### config.mk
export PLATFORM = sky130hd
export DESIGN_NAME = lexical_token_classifier_unit
export DESIGN_NICKNAME = d
export VERILOG_FILES = /design/src/rtl/core/ltc_pkg.sv /design/src/rtl/core/ltc_scan.sv /design/src/rtl/core/ltc_rsp_fifo.sv /design/src/rtl/core/lexical_token_classifier_unit.sv
export SDC_FILE = /design/constraint.sdc
export NUM_CORES = 1
export LEC_CHECK = 0
export ABC_AREA = 1
export BUFFER_PORTS_ARGS = -buffer_cell sky130_fd_sc_hd__buf_2
export CAP_MARGIN = 20
export CELL_PAD_IN_SITES_DETAIL_PLACEMENT = 1
export CELL_PAD_IN_SITES_GLOBAL_PLACEMENT = 2
export CORE_UTILIZATION = 35
export CTS_CLUSTER_SIZE = 28
export DETAILED_ROUTE_END_ITERATION = 10
export GPL_ROUTABILITY_DRIVEN = 0
export MAX_ROUTING_LAYER = met4
export PLACE_DENSITY = 0.84
export SLEW_MARGIN = 20
export SYNTH_ARGS = -nofsm -noshare
export SYNTH_HDL_FRONTEND = slang
export SYNTH_HIERARCHICAL = 1
export SYNTH_SLANG_ARGS = --single-unit
### constraint.sdc
create_clock -name clock -period 4.9 [get_ports clock]
set_clock_uncertainty 0.1 [all_clocks]
set_input_delay 0.49 -clock clock [delete_from_list [all_inputs] [get_ports clock]]
set_output_delay 0.49 -clock clock [all_outputs]
set_load 0.05 [all_outputs]
### src/rtl/core/ltc_pkg.sv
// Shared types, codes and keyword/operator tables for the token classifier.
package ltc_pkg;

   localparam int unsigned WordCount    = 27;
   localparam int unsigned KeywordCount = 16;
   localparam int unsigned WordMaxLen   = 8;
   localparam int unsigned RspDepth     = 8;

   localparam logic [7:0] CharSemicolon  = 8'd59;
   localparam logic [7:0] CharDot        = 8'd46;
   localparam logic [7:0] CharUnderscore = 8'd95;
   localparam logic [7:0] CharSpace      = 8'd32;
   localparam logic [7:0] CharTab        = 8'd9;
   localparam logic [7:0] CharCr         = 8'd13;
   localparam logic [7:0] CharZero       = 8'd48;
   localparam logic [7:0] CharNine       = 8'd57;
   localparam logic [7:0] CharLowA       = 8'd97;
   localparam logic [7:0] CharLowZ       = 8'd122;

   localparam logic [3:0] PosMax = 4'd15;

   typedef enum logic [2:0] {
      ClsReserved = 3'd0,
      ClsInteger  = 3'd1,
      ClsFloat    = 3'd2,
      ClsOperator = 3'd3,
      ClsVariable = 3'd4,
      ClsError    = 3'd5,
      ClsStmtEnd  = 3'd6,
      ClsTextEnd  = 3'd7
   } token_class_type;

   typedef enum logic [1:0] {
      FckOther = 2'd0,
      FckDigit = 2'd1,
      FckName  = 2'd2
   } first_kind_type;

   typedef struct packed {
      logic [2:0] token_class;
      logic       error_seen;
      logic       last_result;
   } rsp_entry_type;

   // up to three results per input beat, in emit order: token, stmt end, text end
   typedef struct packed {
      logic [2:0]          valid;
      rsp_entry_type [2:0] entry;
   } push_type;

   localparam logic [7:0] WordChar [WordCount][WordMaxLen] = '{
      '{"c", "o", "n", "s", "t", 8'h00, 8'h00, 8'h00},
      '{"i", "n", "t", 8'h00, 8'h00, 8'h00, 8'h00, 8'h00},
      '{"f", "l", "o", "a", "t", 8'h00, 8'h00, 8'h00},
      '{"d", "o", "u", "b", "l", "e", 8'h00, 8'h00},
      '{"l", "o", "n", "g", 8'h00, 8'h00, 8'h00, 8'h00},
      '{"s", "t", "a", "t", "i", "c", 8'h00, 8'h00},
      '{"v", "o", "i", "d", 8'h00, 8'h00, 8'h00, 8'h00},
      '{"c", "h", "a", "r", 8'h00, 8'h00, 8'h00, 8'h00},
      '{"e", "x", "t", "e", "r", "n", 8'h00, 8'h00},
      '{"r", "e", "t", "u", "r", "n", 8'h00, 8'h00},
      '{"b", "r", "e", "a", "k", 8'h00, 8'h00, 8'h00},
      '{"e", "n", "u", "m", 8'h00, 8'h00, 8'h00, 8'h00},
      '{"s", "t", "r", "u", "c", "t", 8'h00, 8'h00},
      '{"t", "y", "p", "e", "d", "e", "f", 8'h00},
      '{"u", "n", "i", "o", "n", 8'h00, 8'h00, 8'h00},
      '{"g", "o", "t", "o", 8'h00, 8'h00, 8'h00, 8'h00},
      '{"+", 8'h00, 8'h00, 8'h00, 8'h00, 8'h00, 8'h00, 8'h00},
      '{"-", 8'h00, 8'h00, 8'h00, 8'h00, 8'h00, 8'h00, 8'h00},
      '{"*", 8'h00, 8'h00, 8'h00, 8'h00, 8'h00, 8'h00, 8'h00},
      '{"/", 8'h00, 8'h00, 8'h00, 8'h00, 8'h00, 8'h00, 8'h00},
      '{"=", 8'h00, 8'h00, 8'h00, 8'h00, 8'h00, 8'h00, 8'h00},
      '{"=", "=", 8'h00, 8'h00, 8'h00, 8'h00, 8'h00, 8'h00},
      '{"!", "=", 8'h00, 8'h00, 8'h00, 8'h00, 8'h00, 8'h00},
      '{">", "=", 8'h00, 8'h00, 8'h00, 8'h00, 8'h00, 8'h00},
      '{"<", "=", 8'h00, 8'h00, 8'h00, 8'h00, 8'h00, 8'h00},
      '{">", 8'h00, 8'h00, 8'h00, 8'h00, 8'h00, 8'h00, 8'h00},
      '{"<", 8'h00, 8'h00, 8'h00, 8'h00, 8'h00, 8'h00, 8'h00}
   };

   localparam logic [3:0] WordLen [WordCount] = '{
      4'd5, 4'd3, 4'd5, 4'd6, 4'd4, 4'd6, 4'd4, 4'd4,
      4'd6, 4'd6, 4'd5, 4'd4, 4'd6, 4'd7, 4'd5, 4'd4,
      4'd1, 4'd1, 4'd1, 4'd1, 4'd1, 4'd2, 4'd2, 4'd2, 4'd2, 4'd1, 4'd1
   };

endpackage

### src/rtl/core/ltc_scan.sv
// Per-byte tokenizer: token state registers, keyword match mask and classification.
module ltc_scan
   import ltc_pkg::*;
(
   input  logic       clock,
   input  logic       reset,
   input  logic       accept,
   input  logic [7:0] char_code,
   input  logic       end_of_text,
   output push_type   push
);

   logic                 in_token_ff, in_token_in;
   logic [3:0]           pos_ff, pos_in;
   logic [WordCount-1:0] mask_ff, mask_in;
   first_kind_type       fck_ff, fck_in;
   logic [1:0]           score_ff, score_in;
   logic                 name_ok_ff, name_ok_in;
   logic                 sticky_ff, sticky_in;

   // state after feeding this byte
   logic [3:0]           fed_pos;
   logic [WordCount-1:0] fed_mask;
   first_kind_type       fed_fck;
   logic [1:0]           fed_score;
   logic                 fed_name_ok;

   // state the closing token is classed from
   logic [3:0]           cls_pos;
   logic [WordCount-1:0] cls_mask;
   first_kind_type       cls_fck;
   logic [1:0]           cls_score;
   logic                 cls_name_ok;

   logic                 is_sep, is_semi, is_lower, is_digit, is_under;
   logic [3:0]           eff_pos;
   logic [WordCount-1:0] eff_mask, hit;
   logic [2:0]           score_sum;
   logic                 tok_valid, sticky_after;
   token_class_type      tok_class;

   assign is_semi  = (char_code == CharSemicolon);
   assign is_sep   = (char_code == CharSpace) || is_semi ||
                     ((char_code >= CharTab) && (char_code <= CharCr));
   assign is_lower = (char_code >= CharLowA) && (char_code <= CharLowZ);
   assign is_digit = (char_code >= CharZero) && (char_code <= CharNine);
   assign is_under = (char_code == CharUnderscore);

   assign eff_pos  = in_token_ff ? pos_ff : 4'd0;
   assign eff_mask = in_token_ff ? mask_ff : '1;

   always_comb begin
      for (int k = 0; k < WordCount; k++) begin
         fed_mask[k] = eff_mask[k] && (eff_pos < WordLen[k]) &&
                       (WordChar[k][eff_pos[2:0]] == char_code);
      end
   end

   always_comb begin
      fed_fck = fck_ff;
      if (!in_token_ff) begin
         if (is_digit) begin
            fed_fck = FckDigit;
         end else if (is_lower || is_under) begin
            fed_fck = FckName;
         end else begin
            fed_fck = FckOther;
         end
      end
   end

   assign score_sum = {1'b0, (in_token_ff ? score_ff : 2'd0)} +
                      {2'b00, (char_code == CharDot)} + {is_lower, 2'b00} / 3'd2;
   assign fed_score   = (score_sum > 3'd2) ? 2'd2 : score_sum[1:0];
   assign fed_name_ok = (in_token_ff ? name_ok_ff : 1'b1) &&
                        (is_lower || is_digit || is_under);
   assign fed_pos     = (eff_pos < PosMax) ? eff_pos + 4'd1 : PosMax;

   assign cls_pos     = is_sep ? pos_ff     : fed_pos;
   assign cls_mask    = is_sep ? mask_ff    : fed_mask;
   assign cls_fck     = is_sep ? fck_ff     : fed_fck;
   assign cls_score   = is_sep ? score_ff   : fed_score;
   assign cls_name_ok = is_sep ? name_ok_ff : fed_name_ok;

   always_comb begin
      for (int k = 0; k < WordCount; k++) begin
         hit[k] = cls_mask[k] && (WordLen[k] == cls_pos);
      end
   end

   always_comb begin
      if (|hit[KeywordCount-1:0]) begin
         tok_class = ClsReserved;
      end else if (|hit[WordCount-1:KeywordCount]) begin
         tok_class = ClsOperator;
      end else if (cls_fck == FckDigit) begin
         case (cls_score)
            2'd0:    tok_class = ClsInteger;
            2'd1:    tok_class = ClsFloat;
            default: tok_class = ClsError;
         endcase
      end else if ((cls_fck == FckName) && cls_name_ok) begin
         tok_class = ClsVariable;
      end else begin
         tok_class = ClsError;
      end
   end

   // a non-separator byte always leaves a token open, so end of text closes it
   assign tok_valid    = is_sep ? in_token_ff : end_of_text;
   assign sticky_after = sticky_ff || (tok_valid && (tok_class == ClsError));

   always_comb begin
      push.valid[0]             = accept && tok_valid;
      push.entry[0].token_class = tok_class;
      push.entry[0].error_seen  = sticky_after;
      push.entry[0].last_result = 1'b0;
      push.valid[1]             = accept && is_semi;
      push.entry[1].token_class = ClsStmtEnd;
      push.entry[1].error_seen  = sticky_after;
      push.entry[1].last_result = 1'b0;
      push.valid[2]             = accept && end_of_text;
      push.entry[2].token_class = ClsTextEnd;
      push.entry[2].error_seen  = sticky_after;
      push.entry[2].last_result = 1'b1;
   end

   always_comb begin
      in_token_in = in_token_ff;
      pos_in      = pos_ff;
      mask_in     = mask_ff;
      fck_in      = fck_ff;
      score_in    = score_ff;
      name_ok_in  = name_ok_ff;
      sticky_in   = sticky_ff;
      if (accept) begin
         sticky_in = sticky_after;
         if (end_of_text) begin
            in_token_in = 1'b0;
            pos_in      = 4'd0;
            mask_in     = '1;
            fck_in      = FckOther;
            score_in    = 2'd0;
            name_ok_in  = 1'b1;
            sticky_in   = 1'b0;
         end else if (is_sep) begin
            in_token_in = 1'b0;
         end else begin
            in_token_in = 1'b1;
            pos_in      = fed_pos;
            mask_in     = fed_mask;
            fck_in      = fed_fck;
            score_in    = fed_score;
            name_ok_in  = fed_name_ok;
         end
      end
   end

   always_ff @(posedge clock) begin
      if (reset) begin
         in_token_ff <= 1'b0;
         pos_ff      <= 4'd0;
         mask_ff     <= '1;
         fck_ff      <= FckOther;
         score_ff    <= 2'd0;
         name_ok_ff  <= 1'b1;
         sticky_ff   <= 1'b0;
      end else begin
         in_token_ff <= in_token_in;
         pos_ff      <= pos_in;
         mask_ff     <= mask_in;
         fck_ff      <= fck_in;
         score_ff    <= score_in;
         name_ok_ff  <= name_ok_in;
         sticky_ff   <= sticky_in;
      end
   end

endmodule

### src/rtl/core/ltc_rsp_fifo.sv
// Result queue: takes up to three results per beat, drains one per beat.
module ltc_rsp_fifo
   import ltc_pkg::*;
#(
   parameter int unsigned DEPTH = RspDepth
)
(
   input  logic          clock,
   input  logic          reset,
   input  push_type      push,
   output logic          room,
   output logic          rsp_valid,
   input  logic          rsp_ready,
   output rsp_entry_type rsp_entry
);

   localparam int unsigned AddrW = $clog2(DEPTH);
   localparam int unsigned CntW  = $clog2(DEPTH + 1);

   rsp_entry_type    mem_ff [DEPTH];
   rsp_entry_type    out_ff;
   logic             out_valid_ff, out_valid_in;
   logic [AddrW-1:0] wr_ptr_ff, wr_ptr_in;
   logic [AddrW-1:0] rd_ptr_ff, rd_ptr_in;
   logic [CntW-1:0]  count_ff, count_in;
   logic [1:0]       off1, off2, push_n;
   logic             pop, load;

   assign off1   = {1'b0, push.valid[0]};
   assign off2   = off1 + {1'b0, push.valid[1]};
   assign push_n = off2 + {1'b0, push.valid[2]};
   assign pop    = rsp_valid && rsp_ready;

   // output register refills when the queue is non-empty and the register is empty or drained this cycle
   assign load = (count_ff != '0) && (!out_valid_ff || pop);

   // three free slots are needed before a beat can come in
   assign room      = (count_ff <= CntW'(DEPTH - 3));
   assign rsp_valid = out_valid_ff;
   assign rsp_entry = out_ff;

   assign wr_ptr_in    = wr_ptr_ff + AddrW'(push_n);
   assign rd_ptr_in    = rd_ptr_ff + AddrW'(load);
   assign count_in     = count_ff + CntW'(push_n) - CntW'(load);
   assign out_valid_in = load || (out_valid_ff && !pop);

   always_ff @(posedge clock) begin
      if (push.valid[0]) begin
         mem_ff[wr_ptr_ff] <= push.entry[0];
      end
      if (push.valid[1]) begin
         mem_ff[wr_ptr_ff + AddrW'(off1)] <= push.entry[1];
      end
      if (push.valid[2]) begin
         mem_ff[wr_ptr_ff + AddrW'(off2)] <= push.entry[2];
      end
      if (load) begin
         out_ff <= mem_ff[rd_ptr_ff];
      end
   end

   always_ff @(posedge clock) begin
      if (reset) begin
         wr_ptr_ff    <= '0;
         rd_ptr_ff    <= '0;
         count_ff     <= '0;
         out_valid_ff <= 1'b0;
      end else begin
         wr_ptr_ff    <= wr_ptr_in;
         rd_ptr_ff    <= rd_ptr_in;
         count_ff     <= count_in;
         out_valid_ff <= out_valid_in;
      end
   end

endmodule

### src/rtl/core/lexical_token_classifier_unit.sv
// Top level of the lexical token classifier: byte scanner plus result queue.
//
// Usage: source text enters one byte per beat on the req_ channel
// (req_char_code, req_end_of_text marks the last byte). Whitespace and ';'
// close the open token; each closed token yields one rsp_ beat with its
// class, ';' adds a statement-end beat, and end of text adds a final beat
// with rsp_last_result set, after which the scanner starts a fresh text.
// Results of a byte pass through the queue memory and then the output register
// before they appear on rsp_. Throughput: one byte per cycle. A byte yields
// zero to three results and the rsp_ side drains one per cycle while
// rsp_ready is high; req_ready stays high as long as the RSP_DEPTH-entry
// result queue (power of two, at least 4) has three free slots, so a stalled
// receiver holds back input only once fewer than three slots are free.
// Reset (synchronous, active high) empties the queue and clears the token
// state and the sticky error flag.
module lexical_token_classifier_unit
   import ltc_pkg::*;
#(
   parameter int unsigned RSP_DEPTH = RspDepth
)
(
   input  logic       clock,
   input  logic       reset,
   input  logic       req_valid,
   output logic       req_ready,
   input  logic [7:0] req_char_code,
   input  logic       req_end_of_text,
   output logic       rsp_valid,
   input  logic       rsp_ready,
   output logic [2:0] rsp_token_class,
   output logic       rsp_error_seen,
   output logic       rsp_last_result
);

   push_type      push;
   rsp_entry_type rsp_entry;
   logic          room;
   logic          accept;

   assign req_ready = room;
   assign accept    = req_valid && room;

   ltc_scan u_scan (
      .clock       (clock),
      .reset       (reset),
      .accept      (accept),
      .char_code   (req_char_code),
      .end_of_text (req_end_of_text),
      .push        (push)
   );

   ltc_rsp_fifo #(
      .DEPTH (RSP_DEPTH)
   ) u_fifo (
      .clock     (clock),
      .reset     (reset),
      .push      (push),
      .room      (room),
      .rsp_valid (rsp_valid),
      .rsp_ready (rsp_ready),
      .rsp_entry (rsp_entry)
   );

   assign rsp_token_class = rsp_entry.token_class;
   assign rsp_error_seen  = rsp_entry.error_seen;
   assign rsp_last_result = rsp_entry.last_result;

endmodule

==> Yosys cells after proc, flatten, opt, wreduce, memory -nomap -nowiden <==
Memory sizes are Yosys's and may differ from the RTL's. A register that Yosys moved wholly into a read port is not among the register bits.
Index checks and enable logic that the tools add are counted.
{ "op_classes": {"n_addsub": 11, "n_mul": 0, "div": 0, "magnitude_cmp": 17, "eq_ne": 42, "shifts": 0, "mux": 88, "bitwise": 1, "n_reduce_logical": 108} }
{ "op_table": {"columns": ["cell", "n"], "rows": [
  ["$mux 8", 54],
  ["$eq 8x8->1", 27],
  ["$logic_and 1x1->1", 94],
  ["$mux 27", 3],
  ["$eq 8x6->1 const B", 3],
  ["$mux 2", 9],
  ["$eq 3x4->1 const A", 4],
  ["$lt 4x3->1 const B", 4],
  ["$mux 4", 4],
  ["$reduce_or 16->1", 1],
  ["$mux 1", 14],
  ["$reduce_or 11->1", 1],
  ["$add 3x2->3", 3],
  ["$mux 3", 3],
  ["$eq 2x4->1 const A", 2],
  ["$eq 8x7->1 const B", 1],
  ["$ge 8x4->1 const B", 1],
  ["$ge 8x6->1 const B", 1],
  ["$ge 8x7->1 const B", 1],
  ["$le 8x4->1 const B", 1],
  ["$le 8x6->1 const B", 1],
  ["$le 8x7->1 const B", 1],
  ["$logic_or 1x1->1", 8],
  ["$lt 4x2->1 const B", 2],
  ["other kinds (21)", 24]
]} }
{ "word_totals": {"ff_bits": 49, "latchBits": 0, "ram_bits": 40, "mem_bits_ro": 1728, "inputBits": 13, "memories": 28} }
{ "memory_table": {"columns": ["memory", "depth", "width", "rd", "rd_clocked_by_memory_dff", "write_ports", "line_no", "text"], "rows": [
  ["(no name shown)", 8, 8, 1, 0, 0, "ltc_scan.sv:55", "(WordChar[k][eff_pos[2:0]] == char_code);"],
  ["(no name shown)", 8, 8, 1, 0, 0, "ltc_scan.sv:55", null],
  ["(no name shown)", 8, 8, 1, 0, 0, "ltc_scan.sv:55", null],
  ["(no name shown)", 8, 8, 1, 0, 0, "ltc_scan.sv:55", null],
  ["(no name shown)", 8, 8, 1, 0, 0, "ltc_scan.sv:55", null],
  ["(no name shown)", 8, 8, 1, 0, 0, "ltc_scan.sv:55", null],
  ["+22 memories", null, null, null, null, null, null, null]
]} }

==> Longest topological paths before layout <==
Gate-level depths: netlist of the first run.
{ "depth": {"ltp_word": 17, "depth_mapped": 27} }

==> Cells and area by module <==
The synthesis of the first run kept the hierarchy.
{ "modules_own_cells": {"columns": ["mod", "instances", "cells_per_inst", "area_each_um2", "seq_area_each_um2"], "rows": [
  ["ltc_scan", 1, 865, 4648.2, 760.7],
  ["ltc_rsp_fifo", 1, 501, 3744.8, 1571.5],
  ["lexical_token_classifier_unit", 1, 2, 7.5, 0.0]
]} }

==> Worst setup path before layout of the first run <==
Ideal clock, no wire load.
{ "synth_path": {"kind": "input to register", "startpoint": "input port req_char_code[2]", "endpoint": "memory u_fifo/mem_ff[4][0] in the netlist's numbering, enable pin", "setup_ps": 319, "arrival_time_ps": 3426, "required_ps": 4481, "setup_slack_ps": 1055, "path_stages": 17, "path_buffers": 3, "path_cell_list": "buf_2 > nor2_2 > nand2_2 > nor2_2 > nor2_4 > nand2_2 > buf_6 > buf_12 > or2_2 > o21ai_0 > nor2_1 > ha_1 > ha_1 > fa_1 > xor2_2 > nand3_1 > nand3_1"} }
{ "synth_lines": {"columns": ["element", "line_no", "text"], "rows": [
  ["from (decl)", "lexical_token_classifier_unit.sv:26", "input logic [7:0] req_char_code,"],
  ["to (decl)", "ltc_rsp_fifo.sv:20", "rsp_entry_type mem_ff [DEPTH];"]
]} }

==> metrics.yaml, run 1 <==
outcome:
  status: "completed"
grt:
  grt_pass1_wl_um: 48490
  grt_max_degree: 44
  first_global_vias: 8941
  antenna_found_initial: 0
  grt_overflow: 0
  grt_util_met3_pct: 3.552
  top_usage_layer: "met2"
  grtUsageMet1_pct: 29.34
  use_met2_pct: 48.08
  grtUsageTotal_pct: 26.46
pwr:
  seqPwrFrac_pct: 35.2
  switching_share_pct: 44.41
  p_leak_nw: 4.448
  total_power_mw: 3.105
  worst_ir_drop_vdd_uv: 178.5
  power_density_mw_per_mm2: 349.3
  netSwitchingPower_mw: 1.379
  clockPowerShare_pct: 23.2
  p_int_mw: 1.726
  combinationalPowerShare_pct: 41.6
hold_path:
  hp-start: "rsp_ready"
  hp-class: "in2reg"
  hold_end: "u_fifo/rsp_valid"
  hold_depth: 4
sta:
  setup-tns-final_ps: 0
  worst_slew_pin_slew_ps: 908.6
  hold_viol_final: 0
  fin_crit_ps: 4116
  fin_crit_sh_pct: 83.99
  slew_violations: 0
  rsz0062_at_grt: "no"
  relSlewSlack_pct: 39.14
  setup_viol_count_final: 0
  max_freq_mhz: 243.0
placed_design:
  dpl.hpwl_um: 23450
  port_buffers: 19
worst_setup_path:
  reg2reg_slack_ps: 950
  r2r_cells: 25
  required_ps: 4840
  cp_slowest_cell: "fa_1"
  end_kind: "flip-flop"
  startpoint_type: "input port"
  path_class: "in2reg"
  crit_path_max_incr_delay_ps: 460
  path_cells: "buf_2 -> inv_1 -> nand2_2 -> nor2_2 -> nand2_4 -> inv_2 -> nor2_8 -> o21ai_0 -> nor2_1 -> buf_4 -> ha_1 -> ha_1 -> fa_1 -> xnor2_2 -> nand3_1 -> nand3_1"
  cp_max_fo: 26
  arrival_ps: 4060
  regToRegStartpoint: "u_scan/in_token_ff"
  timing.rr.end: "u_fifo/mem_ff[3][1]"
logic_synthesis:
  yosys_warnings: 6
  yosys.cell_types.count: 46
  synth.top_cell.area_share_pct: 21.18
  synth_cells: 1368
  synth_enable_flop_cells: 45
  synthTopCellsByCount: "nand2_1, nand3_1, nor2_1"
  synth-seq-cells: 94
  synth.yosys.seq_area_share_pct: 27.76
  synth.avg_cell_area_um2: 6.141
  async_flop_share_pct: 0
  synth.largest_area_cell: "nand2_1"
  synth.most_common_cell: "nand2_1"
  synth_flop_cell: "dfxtp_1"
  synth_area_leaders: "nand2_1, edfxtp_1, dfxtp_1, nand3_1, nor2_1"
  synthesis.area_mm2: 0.008401
clock_network:
  clock_latency_ps: 360
  path_clk_slew_ps: 80
  cts_tree: "yes"
  cts_resized: 0
  h-tree-depth: 3
  cts_made_buffers: 9
  ctsLongestPathBuffers: 2
  cts_sinks: 94
  root_buffer: "clkbuf_16"
  cts-hold-fix-buffers: 0
  postCtsSetupRepairBufs: 0
finish:
  area_growth_pct: 5.824
  fin_nets: 1388
  n_antenna_cell: 0
  drive_gt1_share_pct: 8.519
floorplanning:
  ios: 20
  num_rows: 56
  dieHeight_um: 156.9
  dieArea_mm2: 0.02463
  core-area_mm2: 0.02347
  start_util_pct: 35.79
  die_x_um: 156.9
drt:
  vias: 8749
  drt-initial-drc-count: 485
  ant_nets: 0
  routed_wl_um: 30280
  vias_per_cell: 5.242
  drc_errors: 0
  firstDrtPassIters: 5
  routedWlPerCell_um: 18.14
job:
  drv_cap: 0
registers in the layout, indices dropped and copies added (netlist names), 2 cells and up:
signal and flops:
u_fifo/count_ff 4, u_fifo/mem_ff 40, u_fifo/rd_ptr_ff 3, u_fifo/rsp_entry 5
u_fifo/wr_ptr_ff 3, u_scan/fck_ff 2, u_scan/mask_ff 27, u_scan/pos_ff 4
u_scan/score_ff 2
cells by family after synthesis:
group,share of synthesized area (%)
compound gates,7.984
xor+xnor,1.951
fa+ha+maj,4.915
buf+inv,12.41
flops,27.76
other cells,0.08940
simple gates,44.89
worst max-delay path by stage:
stage                      from                   to  slack [ps]  cells after the start
2_1_floorplan  req_char_code[2]  u_fifo/mem_ff[4][0]        1060                     17
3_3_place_gp   req_char_code[4]  u_fifo/mem_ff[1][3]         630                     16
3_5_place_dp   req_char_code[4]  u_fifo/mem_ff[1][3]         460                     16
4_1_cts        req_char_code[4]  u_fifo/mem_ff[1][2]         840                     16
5_1_grt        req_char_code[4]  u_fifo/mem_ff[2][0]         560                     16
6_report       req_char_code[4]  u_fifo/mem_ff[1][0]         780                     16
power by group through the flow:
stage | sequential (mW) | combinational (mW) | clock [mW]
floorplan | 1.16 | 0.872 | 0
global placement | 1.11 | 1.25 | 0
detailed placement | 1.11 | 1.28 | 0
CTS | 1.10 | 1.29 | 0.747
global route | 1.11 | 1.46 | 0.774
finish | 1.09 | 1.29 | 0.721
worst max-delay path, delay by kind of cell:
| kind | cells | cell delay (ps) |
|---|---|---|
| buffers and inverters | 4 | 810 |
| adders and majority gates | 3 | 900 |
| AOI/OAI and AO/OA | 1 | 180 |
| xor gates and xnor gates | 1 | 270 |
| and+or+nand+nor | 7 | 1390 |
placed cells by master, fill, tap and decap left out, drive strengths merged, types with 12 or more instances in the layout:
cell,count
nor2,160
a21oi,44
dfxtp,49
o21ai,74
xor2,12
buf,41
nand3,165
nand2,492
edfxtp,45
inv,141
nand4,47
ha,25
per-stage QoR:
step	cells	util, %	hold WS [ps]	cell area, µm²	setup slack [ps]
after global placement	1653	36.57	349.6	8584	625.2
after global routing	1669	37.87	401.3	8890	564.2
after floorplan	1375	-	337.7	8427	1055
after CTS	1669	37.87	368.2	8890	840.6
final	1669	37.87	372.3	8890	784.5
after detailed placement	1653	36.57	362.1	8584	459.1
routing by layer:
metal,vias up,wire (µm)
met5,-,0
met3,55,1168
met1,4158,12630
li1,4316,-
met2,220,15650
met4,0,833
area by class of cell:
| cell class | instances | area [µm²] |
|---|---|---|
| fill | 3173 | 14580 |
| multi-input combinational | 1057 | 5052 |
| sequential | 94 | 2332 |
| inverter | 142 | 540.5 |
| tap | 319 | 399.1 |
| timing repair buffer | 41 | 260.3 |
| clock buffer | 9 | 225.2 |
| clock inverter | 7 | 80.08 |
Power figures use the tool's default switching activity.
==> run 2, diff against run 1 <==
CORE_UTILIZATION = 32   (was 35)
PLACE_DENSITY = 0.81   (was 0.84)
clock period = 3.61 ns   (was 4.9 ns; I/O delays follow)
==> run 2 against run 1 <==
  * Non-clock buffer count grew 74
  * Utilization is essentially flat
  * Global-route usage fell by 1.3 points
  * First-iteration DRC count rose by 2.9%
  * Via count grew 2.3%
  * Clock power up 31%
  * Sequential power rose by 37%
  * Worst hold slack got worse by 110 ps
  * Worst setup slack got worse by 540 ps
  * Final cell count up 5.1%
  * Critical endpoint is now u_fifo/mem_ff[3][1]
  * Power up 41%
  * Wire length is 4.6% higher
==> metrics.yaml, run 2 (same netlist as run 1, synthesis figures left out) <==
clock_network:
  path_clk_slew_ps: 80
  cts_tree: "yes"
  cts_sinks: 94
  cts_made_buffers: 9
  ctsLongestPathBuffers: 2
  root_buffer: "clkbuf_16"
  clock_latency_ps: 350
  postCtsSetupRepairBufs: 0
  h-tree-depth: 3
drt:
  ant_nets: 0
  routedWlPerCell_um: 18.06
  routed_wl_um: 31690
  firstDrtPassIters: 4
  drc_errors: 0
  vias: 8947
  drt-initial-drc-count: 499
  vias_per_cell: 5.101
worst_setup_path:
  r2r_cells: 23
  end_kind: "flip-flop"
  required_ps: 3620
  arrival_ps: 3380
  cp_max_fo: 8
  crit_start: "u_scan/in_token_ff"
  crit_path_end: "u_fifo/mem_ff[3][1]"
  reg2reg_slack_ps: 240
  path_class: "reg2reg"
  regToRegStartpoint: "u_scan/in_token_ff"
  timing.rr.end: "u_fifo/mem_ff[3][1]"
  startpoint_type: "flip-flop"
floorplanning:
  start_util_pct: 32.98
  die_x_um: 164.0
  dieHeight_um: 164.0
  ios: 20
  num_rows: 58
  core-area_mm2: 0.02547
  dieArea_mm2: 0.02690
sta:
  relSlewSlack_pct: 45.44
  fin_crit_sh_pct: 93.28
  hold_slack_ps: 257.7
  worst_slack_ps: 242.7
  hold_viol_final: 0
  setup-tns-final_ps: 0
  setup_viol_count_final: 0
  max_freq_mhz: 297.0
  fin_crit_ps: 3367
  slew_violations: 0
  worst_slew_pin_slew_ps: 814.7
pwr:
  worst_ir_drop_vdd_uv: 405.5
  p_leak_nw: 4.923
  power_density_mw_per_mm2: 452.8
  total_power_mw: 4.365
finish:
  drive_gt1_share_pct: 14.96
  regMostFlops: "u_fifo/mem_ff"
  n_antenna_cell: 0
  final_common_cell: "nand2_1"
  final_cell_mix: "nand2_1, nand3_1, nor2_1"
  largest_register_ffs: 40
  num-fill-cells: 3424
  fin_nets: 1462
  post-route-util_pct: 37.84
  area_growth_pct: 14.75
grt:
  grt_pass1_wl_um: 50160
  grtUsageTotal_pct: 25.15
  grt_overflow: 0
  first_global_vias: 9228
  grt_max_degree: 50
  antenna_found_initial: 0
placed_design:
  port_buffers: 19
  dpl.hpwl_um: 24660
  preCtsSetupSlack_ps: -90.95
job:
  drv_cap: 0
hold_path:
  hp-class: "in2reg"
outcome:
  status: "completed"
==> run 2: cell type report <==
cell class | instances | area, µm² | area share (%)
flip-flops and latches | 94 | 2336 | 24.23
well taps | 330 | 412.9 | 4.283
clock buffers | 10 | 229.0 | 2.375
repair buffers | 115 | 894.6 | 9.281
clock inverters | 6 | 53.80 | 0.5582
inverters | 142 | 540.5 | 5.607
multi-input cells | 1057 | 5172 | 53.66
==> run 2: worst min-delay path by stage <==
stage,startpoint,end,slack [ps],cells after the start
3_5_place_dp,u_scan/mask_ff[23],u_scan/mask_ff[23],360,2
5_1_grt,rsp_ready,u_fifo/rsp_valid,270,4
4_1_cts,rsp_ready,u_fifo/rsp_valid,250,4
3_3_place_gp,u_scan/mask_ff[18],u_scan/mask_ff[18],350,2
2_1_floorplan,u_scan/mask_ff[25],u_scan/mask_ff[25],340,2
6_report,rsp_ready,u_fifo/rsp_valid,260,4
==> run 2: critical path, cell delays in order, from the launching register on <==
cell and delay, ps:
dfxtp_4 380, nand2_4 120, inv_1 80, buf_4 140, ha_1 180, buf_4 140
ha_1 200, xnor2_1 170, nand3_1 90, nor2_1 230, nand2_1 100, nand2_1 100
a21oi_1 50, nand3_1 100, nand2_1 80, nand2_2 90, nor2_4 40, nand4_2 70
nand2_1 110, inv_1 110, buf_12 130, nand4_1 110, nand3_1 130, nand2_1 70
==> run 2: timing repair <==
action	in CTS	in global routing
cloned	0	0
gates resized for setup	1	21
endpoints found under the setup margin	31	52
hold buffers	0	0
pin swaps	0	1
endpoints found under the hold margin	0	0
==> run 2: power breakdown <==
group	internal, mW	switching, mW	total, mW
sequential	1.36	0.135	1.49
combinational	0.606	1.32	1.92
clock	0.484	0.464	0.948
==> run 2: metal layers <==
layer | GRT usage, % | part of all wire [%]
met3 | 2.475 | 3.1
met5 | - | 0
met1 | 28.58 | 43
met2 | 45.94 | 51
met4 | 8.249 | 2.8
==> run 2: per-stage QoR <==
step | instances | area [µm²]
floorplan | 1375 | 8469
detailed placement | 1738 | 9271
global route | 1754 | 9639
CTS | 1754 | 9559
finish | 1754 | 9639
global placement | 1738 | 9271
==> run 3, diff against run 2 <==
CTS_BUF_LIST = sky130_fd_sc_hd__clkbuf_8   (was unset)
REMOVE_ABC_BUFFERS = 1   (was unset)
==> run 3 against run 2 <==
  * Sequential power about the same
  * Sequential cell count is the same
  * Fmax decreased by 0.28%
  * Wire length decreased by 2.8%
  * First-iteration DRC count up 10%
  * Clock-buffer cell count shrank 1
  * Critical path depth rose by 1
  * Utilization is essentially flat
  * Combinational power hardly changed
  * Worst setup slack worse by 9.5 ps
  * Global-route usage is 0.64 points lower
==> metrics.yaml, run 3 (same netlist as run 1, synthesis figures left out) <==
sta:
  setup-tns-final_ps: 0
  max_freq_mhz: 296.1
  fin_crit_ps: 3377
  fin_crit_sh_pct: 93.54
  rsz0062_at_grt: "no"
  relSlewSlack_pct: 52.11
  setup_viol_count_final: 0
  hold_viol_final: 0
  slew_violations: 0
  hold_slack_ps: 249.0
  worst_slack_ps: 233.2
  worst_slew_pin_slew_ps: 717.4
pwr:
  p_leak_nw: 4.870
  power_density_mw_per_mm2: 426.9
  total_power_mw: 4.117
  worst_ir_drop_vdd_uv: 339.2
drt:
  route.met3.wl_um: 1135
  ant_nets: 0
  topRoutingLayerUsed: "met4"
  route.met2.wl_um: 14580
  drt-initial-drc-count: 551
  routedWlPerCell_um: 17.41
  vias: 9055
  firstDrtPassIters: 5
  wl_met1_um: 14120
  drc_errors: 0
  routed_wl_um: 30810
  vias_per_cell: 5.116
finish:
  post-route-util_pct: 37.86
  fin_cells: 1770
  largest_register_ffs: 40
  fin_nets: 1476
  area_growth_pct: 14.80
  drive_gt1_share_pct: 15.99
  final_common_cell: "nand2_1"
  final_cell_mix: "nand2_1, nand3_1, nor2_1"
  postLayoutCellArea_mm2: 0.009644
  regMostFlops: "u_fifo/mem_ff"
worst_setup_path:
  arrival_ps: 3410
  reg2reg_slack_ps: 230
  startpoint_type: "flip-flop"
  end_kind: "flip-flop"
  path_class: "reg2reg"
  cp_max_fo: 9
  required_ps: 3650
floorplanning:
  die_x_um: 164.0
  num_rows: 58
  start_util_pct: 32.98
  ios: 20
  dieArea_mm2: 0.02690
  core-area_mm2: 0.02547
  dieHeight_um: 164.0
placed_design:
  dp.cells: 1751
  dpl.hpwl_um: 24820
  port_buffers: 19
  preCtsSetupSlack_ps: -346.4
  placed_area_mm2: 0.009339
grt:
  grt_max_degree: 34
  first_global_vias: 9110
  grtUsageTotal_pct: 24.51
  grt_pass1_wl_um: 49020
  antenna_found_initial: 2
  grt_overflow: 0
clock_network:
  clock_latency_ps: 380
  ctsLongestPathBuffers: 2
  path_clk_slew_ps: 100
  cts_sinks: 94
  cts_tree: "yes"
  root_buffer: "clkbuf_8"
  cts_made_buffers: 9
  h-tree-depth: 3
  cts-hold-fix-buffers: 0
outcome:
  status: "completed"
hold_path:
  hp-class: "in2reg"
job:
  drv_cap: 0
run 3: cell count changes in the layout (fill, tap and decap cells not counted), sizes merged:
cell / previous run / this run
inv: 143 / 141
clkbuf: 10 / 9
clkinvlp: 1 / 2
diode: 0 / 2
buf: 115 / 129
clkinv: 4 / 6
run 3: where the power goes:
group	leakage [nW]	internal [mW]	switching [mW]
registers	0.827	1.36	0.137
clock network	0.0926	0.268	0.433
logic	3.95	0.629	1.29
run 3: path summary, 6_finish.rpt:
check | from | to | cells past startpoint
max | u_scan/in_token_ff | u_fifo/mem_ff[4][1] | 24
min | rsp_ready | u_fifo/rsp_valid | 4
max reg2reg | u_scan/in_token_ff | u_fifo/mem_ff[4][1] | 24
min reg2reg | u_scan/mask_ff[18] | u_scan/mask_ff[18] | 2
run 3: worst max-delay path, cell delays in order, from the launching register on:
cell and delay (ps):
dfxtp_2 360, nand2_2 130, ha_2 200, buf_4 200, nand2_2 110, buf_4 180, nand2_1 140, nand3_1 140
nor2_1 140, nand2_1 80, nand2_1 70, nand2_1 60, nand2_1 60, nor2_1 40, nand2_1 110, nand2_1 60
nand2_1 50, nand2_1 110, nand4_2 140, nand2_1 100, inv_1 100, buf_12 130, nand4_1 120, nand3_1 110
nand2_1 60
run 3: repair_timing:
action | 4_1_cts | 5_1_grt
setup buffers | 0 | 1
setup endpoints to repair | 0 | 75
gates resized for setup | 0 | 32
run 3: cell type report:
cell class                      count  area, µm²
Timing Repair Buffer              129       1016
Tap cell                          330      412.9
Sequential cell                    94       2335
Multi-Input combinational cell   1057       5142
Clock buffer                        9      123.9
Inverter                          142      540.5
Fill cell                        3370      15830
Antenna cell                        2      5.005
Clock inverter                      7      68.82
run 3: routing by layer:
layer | vias to the layer above | GRT usage [%]
met4 | 0 | 8.586
met5 | - | -
met1 | 4342 | 30.90
met3 | 61 | 2.955
met2 | 154 | 40.33
li1 | 4498 | -
